$ cat src/hdl/hgpc_pkg.sv
// Shared constants and direction tables for the hexagon grid point-to-cell pipeline.
// No dependencies; imported by the pipeline modules and the checker.
package hgpc_pkg;

    // Result cell number width; the count wraps at this many bits.
    localparam int CELL_BITS  = 17;
    // Fraction bits of the sqrt(3) constant.
    localparam int SQRT3_BITS = 24;
    // round(sqrt(3) * 2^24), held as a 25-bit magnitude.
    localparam logic [24:0] SQRT3_Q = 25'd29058991;

    typedef logic [2:0] t_seg;
    typedef logic signed [2:0] t_dir;

    // Ring direction of each segment, x in halves of the pitch.
    function automatic t_dir ring_x2(input t_seg j);
        t_dir r;
        unique case (j)
            3'd0: r = 3'sd2;
            3'd1: r = 3'sd1;
            3'd2: r = -3'sd1;
            3'd3: r = -3'sd2;
            3'd4: r = -3'sd1;
            default: r = 3'sd1;
        endcase
        return r;
    endfunction

    // Ring direction of each segment, y in units of sqrt(3)/2.
    function automatic t_dir ring_yh(input t_seg j);
        t_dir r;
        unique case (j)
            3'd0: r = 3'sd0;
            3'd1: r = -3'sd1;
            3'd2: r = -3'sd1;
            3'd3: r = 3'sd0;
            3'd4: r = 3'sd1;
            default: r = 3'sd1;
        endcase
        return r;
    endfunction

    // Step along a segment, x in halves of the pitch.
    function automatic t_dir step_x2(input t_seg j);
        t_dir r;
        unique case (j)
            3'd0: r = -3'sd1;
            3'd1: r = -3'sd2;
            3'd2: r = -3'sd1;
            3'd3: r = 3'sd1;
            3'd4: r = 3'sd2;
            default: r = 3'sd1;
        endcase
        return r;
    endfunction

    // Step along a segment, y in units of sqrt(3)/2.
    function automatic t_dir step_yh(input t_seg j);
        t_dir r;
        unique case (j)
            3'd0: r = -3'sd1;
            3'd1: r = 3'sd0;
            3'd2: r = 3'sd1;
            3'd3: r = 3'sd1;
            3'd4: r = 3'sd0;
            default: r = -3'sd1;
        endcase
        return r;
    endfunction

endpackage

$ cat src/hdl/hgpc_cand.sv
// Candidate cell test: centre of one candidate cell and the hexagon containment check.
// Depends on hgpc_pkg for the direction tables and the sqrt(3) scale.
module hgpc_cand #(
    parameter int FRAC_BITS = 16,
    parameter int INT_BITS  = 8
) (
    input  logic signed [INT_BITS+2:0]          i_cm,
    input  hgpc_pkg::t_seg                      i_cj,
    input  logic signed [INT_BITS+2:0]          i_cl,
    input  logic signed [INT_BITS+FRAC_BITS-1:0] i_x,
    input  logic signed [INT_BITS+FRAC_BITS+25:0] i_t,
    output logic                                o_pass,
    output logic signed [INT_BITS+5:0]          o_cx2,
    output logic signed [INT_BITS+5:0]          o_kyh
);
    import hgpc_pkg::*;

    localparam int IN = INT_BITS + FRAC_BITS;
    localparam int S  = FRAC_BITS + SQRT3_BITS;
    localparam int WW = IN + SQRT3_BITS + 4;
    localparam int DW = INT_BITS + 6;

    logic signed [WW-1:0] xh, dx, dt, k3, one;

    // Centre of the candidate in half-pitch x and sqrt(3)/2 y units.
    always_comb begin
        o_cx2 = DW'(i_cm) * DW'(ring_x2(i_cj)) + DW'(i_cl) * DW'(step_x2(i_cj));
        o_kyh = DW'(i_cm) * DW'(ring_yh(i_cj)) + DW'(i_cl) * DW'(step_yh(i_cj));
    end

    // Residual in the (x, sqrt3*y) plane and the six-sided test against one.
    always_comb begin
        one = WW'(1) <<< S;
        xh  = WW'(i_x) <<< SQRT3_BITS;
        dx  = xh - (WW'(o_cx2) <<< (S - 1));
        k3  = (WW'(o_kyh) <<< 1) + WW'(o_kyh);
        dt  = WW'(i_t) - (k3 <<< (S - 1));
        o_pass = (dt - dx <= one) && (-(dx <<< 1) <= one) && (-dt - dx <= one)
              && (dx - dt <= one) && ((dx <<< 1) <= one) && (dt + dx <= one);
    end

endmodule

$ cat src/hdl/hex_grid_point_to_cell.sv
// Top level of the hexagon grid point-to-cell pipeline.
// Depends on hgpc_pkg and hgpc_cand.
//
// Maps a signed fixed-point point to its spiral hexagon cell number and the offset from
// that cell's centre. The block is an eight-stage pipeline that can take one item every
// cycle while the output is not blocked. Each stage holds its item only while the stage
// after it is full and blocked, so bubbles close up under back-pressure and input ready
// drops only when all eight stages hold items. When no candidate cell contains the point,
// not_found is set with cell 1 and zero offsets.
module hex_grid_point_to_cell #(
    parameter int FRAC_BITS = 16,
    parameter int INT_BITS  = 8
) (
    input  logic                                i_clk,
    input  logic                                i_rst_n,
    input  logic                                i_valid,
    output logic                                o_ready,
    input  logic [INT_BITS+FRAC_BITS-1:0]       i_x_pos,
    input  logic [INT_BITS+FRAC_BITS-1:0]       i_y_pos,
    output logic                                o_valid,
    input  logic                                i_ready,
    output logic [hgpc_pkg::CELL_BITS-1:0]      o_cell_number,
    output logic [FRAC_BITS:0]                  o_x_offset,
    output logic [FRAC_BITS:0]                  o_y_offset,
    output logic                                o_not_found
);
    import hgpc_pkg::*;

    localparam int IN  = INT_BITS + FRAC_BITS;
    localparam int S   = FRAC_BITS + SQRT3_BITS;
    localparam int TW  = IN + 26;
    localparam int WW  = IN + SQRT3_BITS + 4;
    localparam int N   = INT_BITS + 2;
    localparam int K   = N + 2;
    localparam int R   = (2 ** K + 2) / 3;
    localparam int MW  = INT_BITS + 1;
    localparam int CW  = INT_BITS + 3;
    localparam int DW  = INT_BITS + 6;
    localparam int PW  = DW + 26;
    localparam int OW  = FRAC_BITS + 1;
    localparam int OYW = FRAC_BITS + SQRT3_BITS + 1;
    localparam int NST = 8;

    logic [NST:1] r_v;
    logic [NST:1] adv;

    // Stage advance: a stage loads when it is empty or the next stage loads.
    always_comb begin
        adv[NST] = ~r_v[NST] | i_ready;
        for (int k = NST - 1; k >= 1; k--) begin
            adv[k] = ~r_v[k] | adv[k+1];
        end
    end

    assign o_ready = adv[1];
    assign o_valid = r_v[NST];

    // Valid bits travel with the data.
    always_ff @(posedge i_clk) begin
        if (!i_rst_n) begin
            r_v <= '0;
        end else begin
            if (adv[1]) begin
                r_v[1] <= i_valid;
            end
            for (int k = 2; k <= NST; k++) begin
                if (adv[k]) begin
                    r_v[k] <= r_v[k-1];
                end
            end
        end
    end

    // Stage 1: scale y by sqrt(3).
    logic signed [IN-1:0] r_s1_x, r_s1_y;
    logic signed [TW-1:0] r_s1_t;
    always_ff @(posedge i_clk) begin
        if (adv[1]) begin
            r_s1_x <= $signed(i_x_pos);
            r_s1_y <= $signed(i_y_pos);
            r_s1_t <= TW'($signed(i_y_pos)) * TW'($signed({1'b0, SQRT3_Q}));
        end
    end

    // Stage 2: largest of the six projections picks the segment.
    logic signed [WW-1:0] s2_xh, s2_a, s2_b, s2_best;
    logic signed [WW-1:0] s2_p [6];
    t_seg s2_j;
    always_comb begin
        s2_xh = WW'(r_s1_x) <<< SQRT3_BITS;
        s2_a  = (s2_xh <<< 1) + s2_xh;
        s2_b  = WW'(r_s1_t);
        s2_p[0] = s2_a - s2_b;
        s2_p[1] = -(s2_b <<< 1);
        s2_p[2] = -s2_a - s2_b;
        s2_p[3] = s2_b - s2_a;
        s2_p[4] = s2_b <<< 1;
        s2_p[5] = s2_a + s2_b;
        s2_best = '0;
        s2_j    = '0;
        for (int i = 0; i < 6; i++) begin
            if (s2_p[i] > s2_best) begin
                s2_best = s2_p[i];
                s2_j    = t_seg'(i);
            end
        end
    end

    logic signed [IN-1:0] r_s2_x, r_s2_y;
    logic signed [TW-1:0] r_s2_t;
    logic signed [WW-1:0] r_s2_best;
    t_seg r_s2_j;
    always_ff @(posedge i_clk) begin
        if (adv[2]) begin
            r_s2_x    <= r_s1_x;
            r_s2_y    <= r_s1_y;
            r_s2_t    <= r_s1_t;
            r_s2_best <= s2_best;
            r_s2_j    <= s2_j;
        end
    end

    // Stage 3: ring by division by three through a reciprocal, and the in-segment position.
    logic [N+K-1:0]       s3_qr;
    logic [MW-1:0]        s3_m;
    logic signed [WW-1:0] s3_xh, s3_t, s3_lp;
    always_comb begin
        s3_qr = (N + K)'(r_s2_best[S +: N]) * (N + K)'(R);
        s3_m  = s3_qr[K +: MW];
        s3_xh = WW'(r_s2_x) <<< SQRT3_BITS;
        s3_t  = WW'(r_s2_t);
        unique case (r_s2_j)
            3'd0: s3_lp = -s3_xh - s3_t;
            3'd1: s3_lp = -(s3_xh <<< 1);
            3'd2: s3_lp = s3_t - s3_xh;
            3'd3: s3_lp = s3_xh + s3_t;
            3'd4: s3_lp = s3_xh <<< 1;
            default: s3_lp = s3_xh - s3_t;
        endcase
    end

    logic signed [IN-1:0] r_s3_x, r_s3_y;
    logic signed [TW-1:0] r_s3_t;
    logic [MW-1:0]        r_s3_m;
    logic signed [WW-1:0] r_s3_lp;
    t_seg r_s3_j;
    always_ff @(posedge i_clk) begin
        if (adv[3]) begin
            r_s3_x  <= r_s2_x;
            r_s3_y  <= r_s2_y;
            r_s3_t  <= r_s2_t;
            r_s3_m  <= s3_m;
            r_s3_lp <= s3_lp;
            r_s3_j  <= r_s2_j;
        end
    end

    // Stage 4: cell index along the segment and the three candidates.
    logic signed [WW-1:0] s4_sum, s4_lw;
    logic signed [CW-1:0] s4_m, s4_l;
    logic signed [CW-1:0] s4_cm [3];
    logic signed [CW-1:0] s4_cl [3];
    t_seg                 s4_cj [3];
    always_comb begin
        s4_m   = CW'($signed({1'b0, r_s3_m}));
        s4_sum = r_s3_lp + ((WW'(s4_m) + WW'(1)) <<< S);
        s4_lw  = s4_sum >>> (S + 1);
        s4_l   = s4_lw[CW-1:0];
        s4_cm[0] = s4_m;
        s4_cm[1] = s4_m + CW'(1);
        s4_cm[2] = s4_m + CW'(1);
        s4_cl[0] = s4_l;
        s4_cl[1] = s4_l;
        s4_cl[2] = s4_l + CW'(1);
        for (int i = 0; i < 3; i++) begin
            s4_cj[i] = r_s3_j;
            // A cell at the end of a segment is the first cell of the next one.
            if (s4_cl[i] == s4_cm[i]) begin
                s4_cl[i] = '0;
                s4_cj[i] = (r_s3_j == 3'd5) ? 3'd0 : r_s3_j + 3'd1;
            end
        end
    end

    logic signed [IN-1:0] r_s4_x, r_s4_y;
    logic signed [TW-1:0] r_s4_t;
    logic signed [CW-1:0] r_s4_cm [3];
    logic signed [CW-1:0] r_s4_cl [3];
    t_seg                 r_s4_cj [3];
    always_ff @(posedge i_clk) begin
        if (adv[4]) begin
            r_s4_x  <= r_s3_x;
            r_s4_y  <= r_s3_y;
            r_s4_t  <= r_s3_t;
            r_s4_cm <= s4_cm;
            r_s4_cl <= s4_cl;
            r_s4_cj <= s4_cj;
        end
    end

    // Stage 5: hexagon test of each candidate.
    logic                 s5_pass [3];
    logic signed [DW-1:0] s5_cx2  [3];
    logic signed [DW-1:0] s5_kyh  [3];
    for (genvar g = 0; g < 3; g++) begin : g_cand
        hgpc_cand #(
            .FRAC_BITS(FRAC_BITS),
            .INT_BITS (INT_BITS)
        ) u_cand (
            .i_cm  (r_s4_cm[g]),
            .i_cj  (r_s4_cj[g]),
            .i_cl  (r_s4_cl[g]),
            .i_x   (r_s4_x),
            .i_t   (r_s4_t),
            .o_pass(s5_pass[g]),
            .o_cx2 (s5_cx2[g]),
            .o_kyh (s5_kyh[g])
        );
    end

    logic signed [IN-1:0] r_s5_x, r_s5_y;
    logic                 r_s5_pass [3];
    logic signed [DW-1:0] r_s5_cx2  [3];
    logic signed [DW-1:0] r_s5_kyh  [3];
    logic signed [CW-1:0] r_s5_cm   [3];
    logic signed [CW-1:0] r_s5_cl   [3];
    t_seg                 r_s5_cj   [3];
    always_ff @(posedge i_clk) begin
        if (adv[5]) begin
            r_s5_x    <= r_s4_x;
            r_s5_y    <= r_s4_y;
            r_s5_pass <= s5_pass;
            r_s5_cx2  <= s5_cx2;
            r_s5_kyh  <= s5_kyh;
            r_s5_cm   <= r_s4_cm;
            r_s5_cl   <= r_s4_cl;
            r_s5_cj   <= r_s4_cj;
        end
    end

    // Stage 6: the last candidate that passes wins.
    logic [1:0] s6_sel;
    logic       s6_found;
    always_comb begin
        s6_found = 1'b1;
        priority if (r_s5_pass[2]) begin
            s6_sel = 2'd2;
        end else if (r_s5_pass[1]) begin
            s6_sel = 2'd1;
        end else if (r_s5_pass[0]) begin
            s6_sel = 2'd0;
        end else begin
            s6_sel   = 2'd0;
            s6_found = 1'b0;
        end
    end

    logic signed [IN-1:0] r_s6_x, r_s6_y;
    logic                 r_s6_found;
    logic signed [DW-1:0] r_s6_cx2, r_s6_kyh;
    logic signed [CW-1:0] r_s6_cm, r_s6_cl;
    t_seg                 r_s6_cj;
    always_ff @(posedge i_clk) begin
        if (adv[6]) begin
            r_s6_x     <= r_s5_x;
            r_s6_y     <= r_s5_y;
            r_s6_found <= s6_found;
            r_s6_cx2   <= r_s5_cx2[s6_sel];
            r_s6_kyh   <= r_s5_kyh[s6_sel];
            r_s6_cm    <= r_s5_cm[s6_sel];
            r_s6_cl    <= r_s5_cl[s6_sel];
            r_s6_cj    <= r_s5_cj[s6_sel];
        end
    end

    // Stage 7: products for the centre y and the cell count, and the x offset.
    logic signed [IN-1:0]   r_s7_y;
    logic                   r_s7_found;
    logic signed [PW-1:0]   r_s7_prod;
    logic signed [2*CW-1:0] r_s7_mm1;
    logic signed [CW+3:0]   r_s7_mj;
    logic signed [CW-1:0]   r_s7_cm, r_s7_cl;
    logic [OW-1:0]          r_s7_ox;
    always_ff @(posedge i_clk) begin
        if (adv[7]) begin
            r_s7_y     <= r_s6_y;
            r_s7_found <= r_s6_found;
            r_s7_prod  <= PW'(r_s6_kyh) * PW'($signed({1'b0, SQRT3_Q}));
            r_s7_mm1   <= (2 * CW)'(r_s6_cm) * (2 * CW)'(r_s6_cm - CW'(1));
            r_s7_mj    <= (CW + 4)'(r_s6_cm) * (CW + 4)'($signed({1'b0, r_s6_cj}));
            r_s7_cm    <= r_s6_cm;
            r_s7_cl    <= r_s6_cl;
            r_s7_ox    <= OW'(r_s6_x) - (OW'(r_s6_cx2) << (FRAC_BITS - 1));
        end
    end

    // Stage 8: spiral cell number and rounded y offset.
    logic [CELL_BITS-1:0] s8_mm1, s8_cell;
    logic [OYW-1:0]       s8_oy;
    always_comb begin
        s8_mm1 = CELL_BITS'(r_s7_mm1);
        if (r_s7_cm == '0) begin
            s8_cell = CELL_BITS'(1);
        end else begin
            s8_cell = CELL_BITS'(2) + s8_mm1 + (s8_mm1 << 1) + CELL_BITS'(r_s7_mj)
                    + CELL_BITS'(r_s7_cl);
        end
        s8_oy = (OYW'(r_s7_y) << SQRT3_BITS) - (OYW'(r_s7_prod) << (FRAC_BITS - 1))
              + (OYW'(1) << (SQRT3_BITS - 1));
    end

    always_ff @(posedge i_clk) begin
        if (adv[8]) begin
            o_not_found <= ~r_s7_found;
            if (r_s7_found) begin
                o_cell_number <= s8_cell;
                o_x_offset    <= r_s7_ox;
                o_y_offset    <= s8_oy[SQRT3_BITS +: OW];
            end else begin
                o_cell_number <= CELL_BITS'(1);
                o_x_offset    <= '0;
                o_y_offset    <= '0;
            end
        end
    end

endmodule

$ cat config.mk
export PLATFORM = sky130hd
export DESIGN_NAME = hex_grid_point_to_cell
export DESIGN_NICKNAME = d
export VERILOG_FILES = /design/src/hdl/hgpc_pkg.sv /design/src/hdl/hgpc_cand.sv /design/src/hdl/hex_grid_point_to_cell.sv
export SDC_FILE = /design/constraint.sdc
export NUM_CORES = 2
export LEC_CHECK = 0
export BUFFER_PORTS_ARGS = -buffer_cell sky130_fd_sc_hd__buf_2
export CORE_AREA = 2 2 500 502
export CTS_CLUSTER_SIZE = 12
export DETAILED_ROUTE_END_ITERATION = 6
export DIE_AREA = 0 0 502 504
export HOLD_SLACK_MARGIN = 0.06
export PLACE_DENSITY = 0.59
export SKIP_CTS_REPAIR_TIMING = 1
export SYNTH_ARGS = -nofsm -noshare
export SYNTH_HDL_FRONTEND = slang
export SYNTH_SLANG_ARGS = --single-unit
$ cat constraint.sdc
create_clock -name i_clk -period 28.8 [get_ports i_clk]
set_clock_uncertainty 0.15 [all_clocks]
set_input_delay 2.88 -clock i_clk [delete_from_list [all_inputs] [get_ports i_clk]]
set_output_delay 2.88 -clock i_clk [all_outputs]
set_load 0.005 [all_outputs]
==> reports/metrics.yaml <==
cells_and_area:
  syn_to_final_growth_pct: 7.52
  final_layout_size_suffix_gt1_share_pct: 4.70
  nets: 13800
  seq_area_um2: 25500
  fillers: 23600
  multi_input_area_um2: 73300
global_routing:
  grt_pass1_wl_mm: 492
  grt_overflow: 0
  grt_max_degree: 77
  track_usage_pct: 25.2
  grt_pass1_vias: 81600
  antenna_found_initial: 19
clock_network:
  clock-sinks: 851
  clkLatencyLatePin_ns: 0.79
  cts_max_level: 3
  cts_tree: "yes"
  cts_made_buffers: 102
  root_buffer: "clkbuf_16"
  cts_buffer_depth: 3
  cts.clk_slew.worst_paths_ns: 0.06
sta:
  tns_ns: 0
  drv_slew: 0
  finalHoldViolCount: 0
  fin_crit_sh_pct: 92.1
  setup-violations-final: 0
  final.min_clock_period_ns: 26.51
  hold_ws_ns: 0.244
  tightest_slew_ns: 1.16
  rsz0062_at_grt: "no"
  slew_headroom_pct: 22.2
  fmax_ghz: 0.0377
drt:
  vias_per_cell: 5.49
  vias: 80300
  wl_per_cell_um: 22.0
  routed_wirelength_mm: 321
  postRouteAntennaNets: 0
  drc_errors: 0
  dr.first_iter.drc_count: 5666
  drt_pre_antenna_iters: 6
setup_path:
  path_common_cell: "a21oi_1"
  slowest_stage: "and2_2"
  arrival_ns: 26.95
  startpoint_type: "register"
  critPathMaxFanout: 63
  cp-end-kind: "register"
  worstPathRequired_ns: 29.24
  path_class: "reg2reg"
  max_stage_delay_ns: 0.91
synth:
  synth_top_area_share_pct: 23.8
  synth-main-ff-cell: "edfxtp_1"
  ys_top_cells_by_area: "edfxtp_1 24%, ha_1 21%, fa_1 15%, inv_1 6.2%, xnor2_1 4.9%"
  syn_avg_cell_area_um2: 9.54
  synth_common_cells: "1,768 x ha_1, 1,757 x inv_1, 843 x edfxtp_1"
  async_reset_ff_share_pct: 0
  yosysMostFrequentCell: "ha_1"
  synthCells: 11100
  synth_edf_count: 843
  yosysWarnings: 0
  synth_seq_cells: 851
  synth_largest_area_cell: "edfxtp_1"
  synth.cell_area_um2: 106000
  synthDistinctLibCells: 97
  synth-seq-area-share_pct: 24.0
status:
  status: "complete, no violations"
place:
  portBuffers: 105
  gp_congestion: 0.940
  place_hpwl_mm: 269
job:
  max-cap-violations: 0
die:
  die_h_um: 504
  core_area_um2: 248000
  start_util_pct: 42.9
  rows: 183
  dieArea_um2: 253000
  die_w_um: 502
  ios: 106
hold_path:
  hp-class: "reg2reg"
==> flip-flops by register name, indices dropped and copies added, names as in the netlist, 19 cells and up <==
| register | flops |
|---|---|
| r_s4_t | 49 |
| r_s5_kyh | 42 |
| r_s1_t | 49 |
| r_s4_cl | 33 |
| r_s1_x | 24 |
| r_s4_cm | 19 |
| r_s4_x | 24 |
| r_s2_t | 49 |
| r_s2_x | 24 |
| r_s3_t | 49 |
| r_s5_cl | 33 |
| r_s3_x | 24 |
| r_s7_prod | 26 |
| r_s5_cm | 19 |
==> final timing paths <==
path / start / end / slack [ns] / depth (start not counted)
worst max-delay path: r_s1_x[0]$_DFFE_PP_ / r_s2_best[42]$_DFFE_PP_ / 2.29 / 102
worst min-delay path: r_s4_y[7]$_DFFE_PP_ / r_s5_y[7]$_DFFE_PP_ / 0.24 / 0
worst min register to register: r_s4_y[7]$_DFFE_PP_ / r_s5_y[7]$_DFFE_PP_ / 0.24 / 0
worst max register to register: r_s1_x[0]$_DFFE_PP_ / r_s2_best[42]$_DFFE_PP_ / 2.29 / 102
==> cell usage in the layout, fill, tap and decap left out, types with 30 or more instances in the layout <==
cell / synthesis / final
nor2b_1: 156 / 156
o21bai_1: 226 / 226
buf_2: 7 / 105
a211oi_1: 54 / 54
nand3_1: 153 / 153
a21o_1: 265 / 265
o21a_1: 71 / 71
xnor2_1: 594 / 594
or3_1: 81 / 81
edfxtp_1: 843 / 843
buf_4: 4 / 82
ha_1: 1768 / 1768
xor2_1: 149 / 149
clkbuf_16: 0 / 102
nand4_1: 113 / 113
fa_1: 782 / 782
clkinv_1: 20 / 31
o31ai_1: 31 / 30
a221oi_1: 35 / 35
a31oi_1: 60 / 60
o21ai_0: 467 / 467
nor3_1: 197 / 197
inv_1: 1757 / 1752
and3_1: 50 / 50
nand2_1: 589 / 586
and2_1: 140 / 139
or4_1: 30 / 30
nor2_1: 627 / 626
mux2i_1: 98 / 98
a21oi_1: 767 / 767
mux2_2: 78 / 78
or2_2: 57 / 57
nor4_1: 69 / 69
nand2b_1: 172 / 172
==> cell type report <==
type	count	share of cell area, %
flip-flops and latches	851	22.3
clock buffers	122	2.30
multi-input cells	8298	64.2
repair buffers	187	0.999
inverters	1780	5.86
diodes	5	0.0110
clock inverters	59	0.703
well taps	3330	3.65
==> worst max-delay path: cells and delay by family, from the launching register on <==
family                     cells  cell delay (ns)
AOI/OAI and AO/OA             49             9.47
xor gates and xnor gates       2             0.31
adders and majority gates      9             3.15
buffers and inverters          8             2.90
DFF                            1             0.46
muxes                          5             1.91
and+or+nand+nor               29             7.82
==> through the flow <==
| step | area (um^2) | cells | setup slack (ns) | util (%) |
|---|---|---|---|---|
| floorplan | 106000 | 11200 | 7.62 | - |
| global placement | 111000 | 14400 | 2.77 | 44.7 |
| detailed placement | 111000 | 14400 | 2.68 | 44.7 |
| CTS | 114000 | 14600 | 2.61 | 46.1 |
| global route | 114000 | 14600 | 0.376 | 46.1 |
| finish | 114000 | 14600 | 2.29 | 46.1 |
==> kinds of logic after synthesis <==
family	Yosys count	share of synthesized area, %
flip-flops	851	24.0
AO/OA/AOI/OAI	2292	13.6
XOR/XNOR	746	6.19
buffers and inverters	2002	7.10
other	2	0.00707
AND/OR/NAND/NOR	2513	11.7
multiplexers	181	1.82
adder cells (fa/ha/maj)	2551	35.6
==> per-layer routing <==
metal | vias up | global-route usage [%] | routed length, um
met4 | 16 | 8.22 | 11000
met2 | 2081 | 41.9 | 151000
met1 | 39500 | 34.3 | 143000
met5 | - | 0 | 126
li1 | 38300 | - | -
met3 | 427 | 2.62 | 16200
Power is left out: the tool's default activity adds up to more than one toggle a clock period on the data nets, which glitch-free logic cannot reach.
